==> config.mk <==
export PLATFORM = sky130hd
export DESIGN_NAME = button_debounce_press_classifier
export DESIGN_NICKNAME = d
export VERILOG_FILES = /design/src/rtl/bdpc_pkg.sv /design/src/rtl/bdpc_debounce.sv /design/src/rtl/bdpc_classifier.sv /design/src/rtl/button_debounce_press_classifier.sv
export SDC_FILE = /design/constraint.sdc
export NUM_CORES = 1
export LEC_CHECK = 0
export BUFFER_PORTS_ARGS = -buffer_cell sky130_fd_sc_hd__buf_2
export CAP_MARGIN = 20
export CORE_ASPECT_RATIO = 0.8
export CORE_UTILIZATION = 34
export DETAILED_ROUTE_END_ITERATION = 6
export RECOVER_POWER = 50
export SYNTH_ARGS = -nofsm -noshare
export SYNTH_HDL_FRONTEND = slang
export SYNTH_HIERARCHICAL = 1
export SYNTH_SLANG_ARGS = --single-unit
==> constraint.sdc <==
create_clock -name clk -period 4 [get_ports clk]
set_input_delay 0.6 -clock clk [delete_from_list [all_inputs] [get_ports clk]]
set_output_delay 0.6 -clock clk [all_outputs]
set_load 0.01 [all_outputs]
==> src/rtl/bdpc_pkg.sv <==
// ============================================================================
// bdpc_pkg - shared types and constants for the button press classifier
// Event and gesture codes, register indexes, reset values, config bundle.
// ============================================================================
package bdpc_pkg;

    localparam int CFG_W              = 16;
    localparam int CFG_ADDR_W         = 2;
    localparam int TIME_WIDTH_DEFAULT = 16;

    localparam logic [CFG_W-1:0] DEBOUNCE_TICKS_RST   = 16'd50;
    localparam logic [CFG_W-1:0] LONG_PRESS_TICKS_RST = 16'd1000;
    localparam logic [CFG_W-1:0] DOUBLE_GAP_TICKS_RST = 16'd500;

    typedef enum logic [CFG_ADDR_W-1:0] {
        REG_DEBOUNCE_TICKS   = 2'd0,
        REG_LONG_PRESS_TICKS = 2'd1,
        REG_DOUBLE_GAP_TICKS = 2'd2
    } cfg_idx_t;

    typedef enum logic [1:0] {
        EV_NONE    = 2'd0,
        EV_PRESS   = 2'd1,
        EV_RELEASE = 2'd2
    } event_t;

    typedef enum logic [1:0] {
        G_NONE   = 2'd0,
        G_SHORT  = 2'd1,
        G_LONG   = 2'd2,
        G_DOUBLE = 2'd3
    } gesture_t;

    typedef struct packed {
        logic [CFG_W-1:0] debounce_ticks;
        logic [CFG_W-1:0] long_press_ticks;
        logic [CFG_W-1:0] double_gap_ticks;
    } cfg_t;

endpackage

==> src/rtl/bdpc_debounce.sv <==
// ============================================================================
// bdpc_debounce - one-shot debounce counter
// A falling raw edge reloads the count; expiry samples the raw level.
// ============================================================================
module bdpc_debounce (
    input  logic                      clk,
    input  logic                      rst_n,
    input  logic                      step,       // one tick processed
    input  logic                      level,      // raw level of that tick
    input  logic [bdpc_pkg::CFG_W-1:0] debounce_ticks,
    output bdpc_pkg::event_t          event_code  // valid with step
);
    import bdpc_pkg::*;

    logic             prev_level_reg, prev_level_next;
    logic             running_reg,    running_next;
    logic [CFG_W-1:0] remaining_reg,  remaining_next;

    always_comb
    begin
        prev_level_next = level;
        running_next    = running_reg;
        remaining_next  = remaining_reg;
        event_code      = EV_NONE;
        if (prev_level_reg && !level)
        begin
            running_next   = 1'b1;
            remaining_next = debounce_ticks;
        end
        else if (running_reg)
        begin
            // zero and one both expire on the next tick
            if (remaining_reg <= CFG_W'(1))
            begin
                running_next   = 1'b0;
                remaining_next = '0;
                event_code     = level ? EV_RELEASE : EV_PRESS;
            end
            else
            begin
                remaining_next = remaining_reg - CFG_W'(1);
            end
        end
    end

    always_ff @(posedge clk or negedge rst_n)
    begin
        if (!rst_n)
        begin
            prev_level_reg <= 1'b1;
            running_reg    <= 1'b0;
            remaining_reg  <= '0;
        end
        else if (step)
        begin
            prev_level_reg <= prev_level_next;
            running_reg    <= running_next;
            remaining_reg  <= remaining_next;
        end
    end

    // idle counter always sits at zero
    a_idle_zero: assert property (@(posedge clk) disable iff (!rst_n)
        !running_reg |-> remaining_reg == '0)
        else $error("debounce count nonzero while idle");

    // an event only comes from a running count
    a_event_running: assert property (@(posedge clk) disable iff (!rst_n)
        (step && event_code != EV_NONE) |-> running_reg)
        else $error("debounce event without running count");

    // expiry stops the count
    a_expiry_stops: assert property (@(posedge clk) disable iff (!rst_n)
        (step && event_code != EV_NONE) |=> !running_reg)
        else $error("count still running after expiry");

endmodule

==> src/rtl/bdpc_classifier.sv <==
// ============================================================================
// bdpc_classifier - short / long / double press classifier
// Pending flag plus saturating tick count since the last debounced press.
// ============================================================================
module bdpc_classifier #(
    parameter int TIME_WIDTH = bdpc_pkg::TIME_WIDTH_DEFAULT
) (
    input  logic                 clk,
    input  logic                 rst_n,
    input  logic                 step,
    input  bdpc_pkg::event_t     event_code,
    input  bdpc_pkg::cfg_t       cfg,
    output bdpc_pkg::gesture_t   gesture
);
    import bdpc_pkg::*;

    localparam int CMP_W = (TIME_WIDTH > CFG_W) ? TIME_WIDTH : CFG_W;

    logic [TIME_WIDTH-1:0] ticks_reg, ticks_next, ticks_inc;
    logic                  pending_reg, pending_next;
    logic [CMP_W-1:0]      ticks_cmp;

    always_comb
    begin
        ticks_inc    = (ticks_reg == '1) ? ticks_reg : ticks_reg + TIME_WIDTH'(1);
        ticks_cmp    = CMP_W'(ticks_inc);
        ticks_next   = ticks_inc;
        pending_next = pending_reg;
        gesture      = G_NONE;
        case (event_code)
            EV_PRESS:
            begin
                if (pending_reg && ticks_cmp <= CMP_W'(cfg.double_gap_ticks))
                begin
                    gesture      = G_DOUBLE;
                    pending_next = 1'b0;
                end
                else
                begin
                    pending_next = 1'b1;
                end
                ticks_next = '0;
            end
            EV_RELEASE:
            begin
                if (pending_reg)
                begin
                    gesture = (ticks_cmp >= CMP_W'(cfg.long_press_ticks)) ? G_LONG
                                                                          : G_SHORT;
                    pending_next = 1'b0;
                end
            end
            default:
            begin
                gesture = G_NONE;
            end
        endcase
    end

    always_ff @(posedge clk or negedge rst_n)
    begin
        if (!rst_n)
        begin
            ticks_reg   <= '0;
            pending_reg <= 1'b0;
        end
        else if (step)
        begin
            ticks_reg   <= ticks_next;
            pending_reg <= pending_next;
        end
    end

    // a gesture closes the pending press
    a_gesture_clears: assert property (@(posedge clk) disable iff (!rst_n)
        (step && gesture != G_NONE) |=> !pending_reg)
        else $error("pending flag survived a gesture");

    // a press restarts the gap count
    a_press_clears_ticks: assert property (@(posedge clk) disable iff (!rst_n)
        (step && event_code == EV_PRESS) |=> ticks_reg == '0)
        else $error("tick count not cleared on press");

    // any gesture needs a pending press
    a_gesture_pending: assert property (@(posedge clk) disable iff (!rst_n)
        (step && gesture != G_NONE) |-> pending_reg)
        else $error("gesture without pending press");

endmodule

==> src/rtl/button_debounce_press_classifier.sv <==
// ============================================================================
// button_debounce_press_classifier - debounced button with gesture output
// Pipeline: a tick passes the input reg, then the result reg.
// Throughput: one tick word per cycle while the output is not stalled; a result
//   waits in its output register while the next tick is taken into the input register.
// Reset (rst_n low, async): both stages empty, level released, debounce idle,
//   no pending press, tick count zero, registers at 50 / 1000 / 500.
// ============================================================================
module button_debounce_press_classifier #(
    parameter int TIME_WIDTH = bdpc_pkg::TIME_WIDTH_DEFAULT
) (
    input  logic                            clk,
    input  logic                            rst_n,
    // tick input
    input  logic                            s_tvalid,
    output logic                            s_tready,
    input  logic [7:0]                      s_tdata,   // [0] button_level, [7:1] zero
    // result output
    output logic                            m_tvalid,
    input  logic                            m_tready,
    output logic [7:0]                      m_tdata,   // [1:0] debounced_event,
                                                       // [3:2] gesture, [7:4] zero
    // configuration writes
    input  logic                            cfg_we,
    input  logic [bdpc_pkg::CFG_ADDR_W-1:0] cfg_addr,
    input  logic [bdpc_pkg::CFG_W-1:0]      cfg_wdata
);
    import bdpc_pkg::*;

    // ---------------- configuration registers ----------------
    cfg_t cfg_reg;

    always_ff @(posedge clk or negedge rst_n)
    begin
        if (!rst_n)
        begin
            cfg_reg.debounce_ticks   <= DEBOUNCE_TICKS_RST;
            cfg_reg.long_press_ticks <= LONG_PRESS_TICKS_RST;
            cfg_reg.double_gap_ticks <= DOUBLE_GAP_TICKS_RST;
        end
        else if (cfg_we)
        begin
            // unknown index is dropped
            case (cfg_addr)
                REG_DEBOUNCE_TICKS:   cfg_reg.debounce_ticks   <= cfg_wdata;
                REG_LONG_PRESS_TICKS: cfg_reg.long_press_ticks <= cfg_wdata;
                REG_DOUBLE_GAP_TICKS: cfg_reg.double_gap_ticks <= cfg_wdata;
                default:              cfg_reg <= cfg_reg;
            endcase
        end
    end

    // ---------------- input register ----------------
    logic     in_valid_reg;
    logic     level_reg;
    logic     step;         // tick moves from input reg into result reg
    logic     out_valid_reg;
    event_t   event_reg;
    gesture_t gesture_reg;
    event_t   event_code;
    gesture_t gesture;

    // result slot free or draining this cycle
    assign step     = in_valid_reg && (!out_valid_reg || m_tready);
    assign s_tready = !in_valid_reg || step;

    always_ff @(posedge clk or negedge rst_n)
    begin
        if (!rst_n)
        begin
            in_valid_reg <= 1'b0;
        end
        else if (s_tready)
        begin
            in_valid_reg <= s_tvalid;
        end
    end

    always_ff @(posedge clk)
    begin
        if (s_tready && s_tvalid)
        begin
            level_reg <= s_tdata[0];
        end
    end

    // ---------------- single-pass update ----------------
    bdpc_debounce u_debounce (
        .clk            (clk),
        .rst_n          (rst_n),
        .step           (step),
        .level          (level_reg),
        .debounce_ticks (cfg_reg.debounce_ticks),
        .event_code     (event_code)
    );

    bdpc_classifier #(
        .TIME_WIDTH (TIME_WIDTH)
    ) u_classifier (
        .clk        (clk),
        .rst_n      (rst_n),
        .step       (step),
        .event_code (event_code),
        .cfg        (cfg_reg),
        .gesture    (gesture)
    );

    // ---------------- result register ----------------
    always_ff @(posedge clk or negedge rst_n)
    begin
        if (!rst_n)
        begin
            out_valid_reg <= 1'b0;
        end
        else if (step)
        begin
            out_valid_reg <= 1'b1;
        end
        else if (m_tready)
        begin
            out_valid_reg <= 1'b0;
        end
    end

    always_ff @(posedge clk)
    begin
        if (step)
        begin
            event_reg   <= event_code;
            gesture_reg <= gesture;
        end
    end

    assign m_tvalid = out_valid_reg;
    assign m_tdata  = {4'b0000, gesture_reg, event_reg};

    // ---------------- checks ----------------
    // double press only ever rides on a press event
    a_double_on_press: assert property (@(posedge clk) disable iff (!rst_n)
        (out_valid_reg && gesture_reg == G_DOUBLE) |-> event_reg == EV_PRESS)
        else $error("double press without press event");

    // short / long only on a release
    a_len_on_release: assert property (@(posedge clk) disable iff (!rst_n)
        (out_valid_reg && (gesture_reg == G_SHORT || gesture_reg == G_LONG))
            |-> event_reg == EV_RELEASE)
        else $error("short/long gesture without release event");

    // a stalled result is never overwritten
    a_no_overwrite: assert property (@(posedge clk) disable iff (!rst_n)
        (out_valid_reg && !m_tready) |-> !step)
        else $error("result register overwritten while stalled");

    // an input stall means a tick is already held
    a_stall_held: assert property (@(posedge clk) disable iff (!rst_n)
        !s_tready |-> in_valid_reg && out_valid_reg)
        else $error("input stalled with empty stage");

endmodule
==> results of run 1 <==
==> power by group through the flow <==
| stage | Clock (mW) | Combinational [mW] | Sequential, mW |
|---|---|---|---|
| global route | 0.866 | 0.855 | 1.34 |
| finish | 0.814 | 0.746 | 1.31 |
| detailed placement | 0 | 0.739 | 1.32 |
| CTS | 0.832 | 0.744 | 1.30 |
| global placement | 0 | 0.712 | 1.30 |
| floorplan | 0 | 0.562 | 1.26 |
==> logic make-up (layout without fill, tap and decap cells) <==
group / Yosys count / after routing / synth area share (%)
other cells: 1 / 4 / 0.07082
xor+xnor: 12 / 12 / 1.985
compound gates: 114 / 114 / 15.00
mux: 51 / 51 / 10.82
flops: 90 / 90 / 43.38
buf+inv: 62 / 96 / 5.387
simple gates: 134 / 134 / 14.60
fa+ha+maj: 37 / 37 / 8.743
==> layout make-up <==
type,count,share of cell area [%]
flip-flops and latches,90,38.69
clock inverters,4,0.4425
multi-input cells,352,46.06
well taps,210,4.425
inverters,44,2.781
repair buffers,36,3.287
clock buffers,12,4.319
==> how the worst max path moves through the flow <==
stage,start,depth (start not counted),end
global route,u_classifier/ticks_reg[0],12,u_classifier/pending_reg
floorplan,u_classifier/ticks_reg[0],12,u_classifier/pending_reg
CTS,u_classifier/ticks_reg[0],12,u_classifier/pending_reg
global placement,u_classifier/ticks_reg[0],12,u_classifier/pending_reg
detailed placement,u_classifier/ticks_reg[0],12,u_classifier/pending_reg
finish,u_classifier/ticks_reg[0],12,u_classifier/pending_reg
==> critical path, stage by stage (launching register included) <==
cell and delay [ns]:
dfrtp_1 0.45, ha_1 0.28, nand3_1 0.22, nor4_2 0.43, and3_1 0.27, xnor2_1 0.13
nand2_1 0.10, ha_1 0.30, nand4_1 0.23, nor4_4 0.43, o21ai_0 0.19, and4b_1 0.23
o41ai_1 0.35
==> cell usage in the layout, fill, tap and decap left out, drive strengths merged, types with 3 or more instances in the layout <==
master  Yosys  layout
nand4       7       7
buf         9      34
a221o       7       7
a21o        3       3
clkbuf      9      14
dfrtp      69      69
dfstp      16      16
o21ai      21      21
xnor2      10      10
o21a        3       3
a22oi       6       6
a31o        6       6
nand3b      3       3
nor3b       3       3
nand3      11      11
nand2b      6       6
ha         37      37
o22ai       5       5
nor2b       3       3
a21oi      32      32
and2        4       4
clkinv      0       3
mux2       50      50
conb        1       4
nor3       11      11
or4         4       4
edfxtp      5       5
nand2      33      33
a22o        6       6
nor4        5       5
and3       10      10
or3         6       6
inv        44      44
nor2       22      22
==> metal layers <==
layer  share of wire, %  routed length, um  vias up
li1                   -                  -     1892
met1                 51               6282     1999
met5                  0                  0        -
met2                 42               5210      141
met3                5.4                667       11
met4               0.81                 99        0
==> per-stage QoR <==
step | cells | hold WS [ns] | cell area (um2) | total power [mW]
floorplan | 504 | 0.3044 | 5306 | 1.821
global placement | 732 | 0.4570 | 5649 | 2.017
detailed placement | 732 | 0.4674 | 5649 | 2.055
CTS | 748 | 0.3817 | 5932 | 2.877
global route | 748 | 0.4308 | 5938 | 3.058
finish | 748 | 0.4377 | 5938 | 2.865
==> results.sh, run 1 <==
export IMPL_r2r_end="u_classifier/pending_reg"
export IMPL_fillers=1504
export IMPL_post_cts_buffers=0
export IMPL_p_sw_mw=0.9355
export IMPL_io_pins=41
export IMPL_die_h_um=113.6
export IMPL_drive_above_1_share_pct=25.28
export IMPL_seq_area_frac_synth_pct=43.38
export IMPL_power_density_mw_per_mm2=482.6
export IMPL_setup_viol=0
export IMPL_maxSlewViolCount=61
export IMPL_cts_sinks=90
export IMPL_start_kind="flip-flop"
export IMPL_grt_pass1_wl_um=20370
export IMPL_syn_inst=501
export IMPL_initial_core_util_pct=35.03
export IMPL_yosysMostFrequentCell="dfrtp_1"
export IMPL_ys_flop_type="dfrtp_1"
export IMPL_worst_clock_skew_ns=0.006016
export IMPL_rows=40
export IMPL_crit_type="flip-flop to flip-flop"
export IMPL_port_buffers=29
export IMPL_grtUsageMet2_pct=23.42
export IMPL_drtPass1Iterations=5
export IMPL_synthTopCellsByArea="dfrtp_1 33%, mux2_2 10%, ha_1 8.7%, dfstp_2 7.9%, inv_1 3.1%"
export IMPL_syn_area_per_cell_um2=10.57
export IMPL_area_growth_pct=12.15
export IMPL_die_x_um=141.5
export IMPL_synth_top_area_share_pct=32.61
export IMPL_clockRootBuffer="clkbuf_16"
export IMPL_grt_max_degree=61
export IMPL_hold_viol_final=0
export IMPL_rsz0062_at_grt="no"
export IMPL_syn_area_mm2=0.005295
export IMPL_grt_pass1_vias=3862
export IMPL_violations="capacitance limit, slew limit"
export IMPL_core_area_mm2=0.01511
export IMPL_post_drt_wl_per_cell_um=16.39
export IMPL_comb_power_share_pct=26.0
export IMPL_fin_util_pct=39.29
export IMPL_synth_largest_area_cell="dfrtp_1"
export IMPL_hold_end="level_reg"
export IMPL_gp_congestion=0.8621
export IMPL_power_frac_seq_pct=45.6
export IMPL_drt_total_wl_um=12260
export IMPL_fin_crit_ns=3.727
export IMPL_regArea_mm2=0.002297
export IMPL_tightestPinTransition_ns=3.344
export IMPL_cp_max_fo=6
export IMPL_grt_busiest_layer="met1"
export IMPL_largest_register_ffs=48
export IMPL_synthArstFlopShare_pct=94.44
export IMPL_dieArea_mm2=0.01608
export IMPL_p_leak_nw=2.614
export IMPL_p_int_mw=1.930
export IMPL_vdd_drop_max_mv=0.2054
export IMPL_hold_class="primary input to flip-flop"
export IMPL_yosys_top_cells_count="69 x dfrtp_1, 49 x mux2_2, 44 x inv_1, 37 x ha_1, 32 x nand2_1"
export IMPL_dpl_hpwl_um=9064
export IMPL_r2r_start="u_classifier/ticks_reg[0]"
export IMPL_clock_tree_buffer_depth=2
export IMPL_pwr_share_clk_pct=28.4
export IMPL_antenna_found_initial=0
export IMPL_sw_frac_of_total_pct=32.65
export IMPL_hp_start="s_tdata[0]"
export IMPL_htreeDepth=3
export IMPL_grtUsageTotal_pct=16.29
export IMPL_drt_iter0_markers=371
export IMPL_finalSetupTns_ns=0
export IMPL_synth_edf_count=5
export IMPL_drc_errors=0
export IMPL_cts_made_buffers=9
export IMPL_viasPerCell=5.405
export IMPL_ys_seq_elements=90
export IMPL_diodes=0
export IMPL_post_cts_resized=0
export IMPL_grt_ovfl_total=0
export IMPL_ant_nets=0
export IMPL_reg2regPathDepth=12
export IMPL_multi_input_comb_area_mm2=0.002735
export IMPL_pre_cts_slack_ns=0.2262
export IMPL_timing_fmax_mhz=268.3
export IMPL_grtUsageMet3_pct=2.813
export IMPL_postCtsHoldBufs=0
export IMPL_route_vias_total=4043
export IMPL_final_net_count=601
export IMPL_yosys_warnings=6
export IMPL_min_path_cells=1
export IMPL_worstSetupEndpointType="flip-flop"
export IMPL_use_met1_pct=24.99
export IMPL_timing_final_crit_share_pct=93.19
export IMPL_synth_distinct_cells=74
export IMPL_cts_tree="done"
export IMPL_maxCapViolations=1
export IMPL_reg2reg_slack_ns=0.27
export IMPL_max_slew_margin_pct=-122.9
export IMPL_outcome="complete, but fails checks"
export IMPL_clock_insertion_delay_worst_skew_ns=0.34
export IMPL_clk_pin_slew_ns=0.07
export IMPL_crit_arrival_ns=3.95
export IMPL_layout_setup_ws_ns=0.2726
export IMPL_crit_required_ns=4.22
No activity file was read; power rests on OpenSTA's default activity.
==> run 2: changes to the inputs <==
--- a/config.mk
+++ b/config.mk
@@ -10,6 +10,7 @@
 export CORE_ASPECT_RATIO = 0.8
 export CORE_UTILIZATION = 34
 export DETAILED_ROUTE_END_ITERATION = 6
+export GPL_TIMING_DRIVEN = 0
 export RECOVER_POWER = 50
 export SYNTH_ARGS = -nofsm -noshare
 export SYNTH_HDL_FRONTEND = slang
==> results.sh, run 2 (same netlist as run 1, synthesis figures left out) <==
export IMPL_initial_core_util_pct=35.03
export IMPL_violations="capacitance limit, slew limit"
export IMPL_clockRootBuffer="clkbuf_16"
export IMPL_timing_fmax_mhz=271.0
export IMPL_hold_ws_ns=0.4333
export IMPL_finalSetupTns_ns=0
export IMPL_grt_pass1_wl_um=20670
export IMPL_r2r_start="u_classifier/ticks_reg[0]"
export IMPL_power_density_mw_per_mm2=469.5
export IMPL_reg2reg_slack_ns=0.31
export IMPL_crit_chain="ha_1 > nand3_1 > nor4_4 > and3_1 > xnor2_1 > nand2_1 > ha_1 > nand4_1 > nor4_4 > o21ai_0 > a32oi_1 > o21ai_0"
export IMPL_timing_final_crit_share_pct=92.26
export IMPL_clk_pin_slew_ns=0.06
export IMPL_tightestPinTransition_ns=1.605
export IMPL_clock_tree_buffer_depth=2
export IMPL_hold_class="primary input to flip-flop"
export IMPL_cp_max_fo=6
export IMPL_final_common_cell="dfrtp_1"
export IMPL_outcome="complete, but fails checks"
export IMPL_die_x_um=141.5
export IMPL_critPathTopFamily="simple AND/OR/NAND/NOR gates"
export IMPL_grt_max_degree=64
export IMPL_design_area_mm2=0.005993
export IMPL_worst_clock_skew_ns=0.006509
export IMPL_drive_above_1_share_pct=24.95
export IMPL_slowest_stage="dfrtp_1"
export IMPL_largest_register_ffs=48
export IMPL_grt_ovfl_total=0
export IMPL_reg2regPathDepth=12
export IMPL_fillers=1532
export IMPL_area_growth_pct=13.19
export IMPL_p_sw_mw=0.9187
export IMPL_crit_arrival_ns=3.77
export IMPL_maxSlewViolCount=64
export IMPL_grtUsageMet2_pct=23.58
export IMPL_cts_sinks=90
export IMPL_fin_util_pct=39.65
export IMPL_r2r_end="gesture_reg[1]"
export IMPL_p_int_mw=1.895
export IMPL_post_cts_resized=0
export IMPL_rows=40
export IMPL_pre_cts_slack_ns=0.1236
export IMPL_drt_iter0_markers=351
export IMPL_maxCapViolations=1
export IMPL_io_pins=41
export IMPL_crit_required_ns=4.08
export IMPL_placed_cell_area_mm2=0.005744
export IMPL_final_cells=759
export IMPL_grtUsageTotal_pct=16.69
export IMPL_slowest_delay_ns=0.44
export IMPL_placedCellCount=744
export IMPL_grtUsageMet3_pct=4.366
export IMPL_grt_busiest_layer="met1"
export IMPL_post_drt_wl_per_cell_um=16.43
export IMPL_antenna_found_initial=0
export IMPL_vdd_drop_max_mv=0.2528
export IMPL_start_kind="flip-flop"
export IMPL_crit_start="u_classifier/ticks_reg[0]"
export IMPL_cp_endpoint="gesture_reg[1]"
export IMPL_dpl_hpwl_um=9538
export IMPL_diodes=0
export IMPL_final_net_count=613
export IMPL_clock_insertion_delay_worst_skew_ns=0.35
export IMPL_p_leak_nw=2.650
export IMPL_regArea_mm2=0.002297
export IMPL_dieArea_mm2=0.01608
export IMPL_use_met1_pct=25.39
export IMPL_grt_pass1_vias=3885
export IMPL_ant_nets=0
export IMPL_pwr_share_clk_pct=27.2
export IMPL_hold_viol_final=0
export IMPL_total_power_mw=2.814
export IMPL_htreeDepth=3
export IMPL_layout_setup_ws_ns=0.3094
export IMPL_post_cts_buffers=0
export IMPL_crit_cells=12
export IMPL_gp_congestion=0.8531
export IMPL_worstSetupEndpointType="flip-flop"
export IMPL_postCtsHoldBufs=0
export IMPL_drtPass1Iterations=5
export IMPL_viasPerCell=5.271
export IMPL_max_slew_margin_pct=-7.003
export IMPL_drt_total_wl_um=12470
export IMPL_crit_type="flip-flop to flip-flop"
export IMPL_route_vias_total=4001
export IMPL_path_buf_inv=0
export IMPL_port_buffers=29
export IMPL_die_h_um=113.6
export IMPL_fin_crit_ns=3.691
export IMPL_cts_tree="done"
export IMPL_power_frac_seq_pct=46.1
export IMPL_comb_power_share_pct=26.8
export IMPL_core_area_mm2=0.01511
export IMPL_multi_input_comb_area_mm2=0.002745
export IMPL_rsz0062_at_grt="no"
export IMPL_drc_errors=0
export IMPL_final_cell_mix="69 x dfrtp_1, 49 x mux2_2, 44 x inv_1"
export IMPL_sw_frac_of_total_pct=32.65
export IMPL_cts_made_buffers=9
export IMPL_setup_viol=0
[run 2: power groups by stage]
stage	Combinational, mW	Clock (mW)	Sequential [mW]
after global placement	0.718	0	1.30
after detailed placement	0.749	0	1.31
after global routing	0.856	0.828	1.33
after CTS	0.755	0.788	1.29
after floorplan	0.562	0	1.26
final	0.754	0.764	1.30
[run 2: how the worst min path moves through the flow]
stage,startpoint,end,slack (ns),depth (start not counted)
after floorplan,rst_n,cfg_reg[0],0.30,0
final,s_tdata[0],level_reg,0.43,1
after CTS,rst_n,cfg_reg[47],0.15,1
after detailed placement,u_classifier/pending_reg,u_classifier/pending_reg,0.46,2
after global routing,s_tdata[0],level_reg,0.41,1
after global placement,u_classifier/pending_reg,u_classifier/pending_reg,0.45,2
[run 2: per-layer routing]
layer	share of wire, %	up-vias
met2	42	117
met4	0.78	0
met3	5.5	4
met5	0	-
met1	51	1957
li1	-	1923
[run 2: final cells by class]
cell class / count / share of cell area, %
clock buffers: 12 / 3.946
flip-flops and latches: 90 / 38.33
repair buffers: 30 / 2.463
inverters: 44 / 2.756
plain buffers: 18 / 2.004
well taps: 210 / 4.384
clock inverters: 3 / 0.3132
multi-input cells: 352 / 45.80
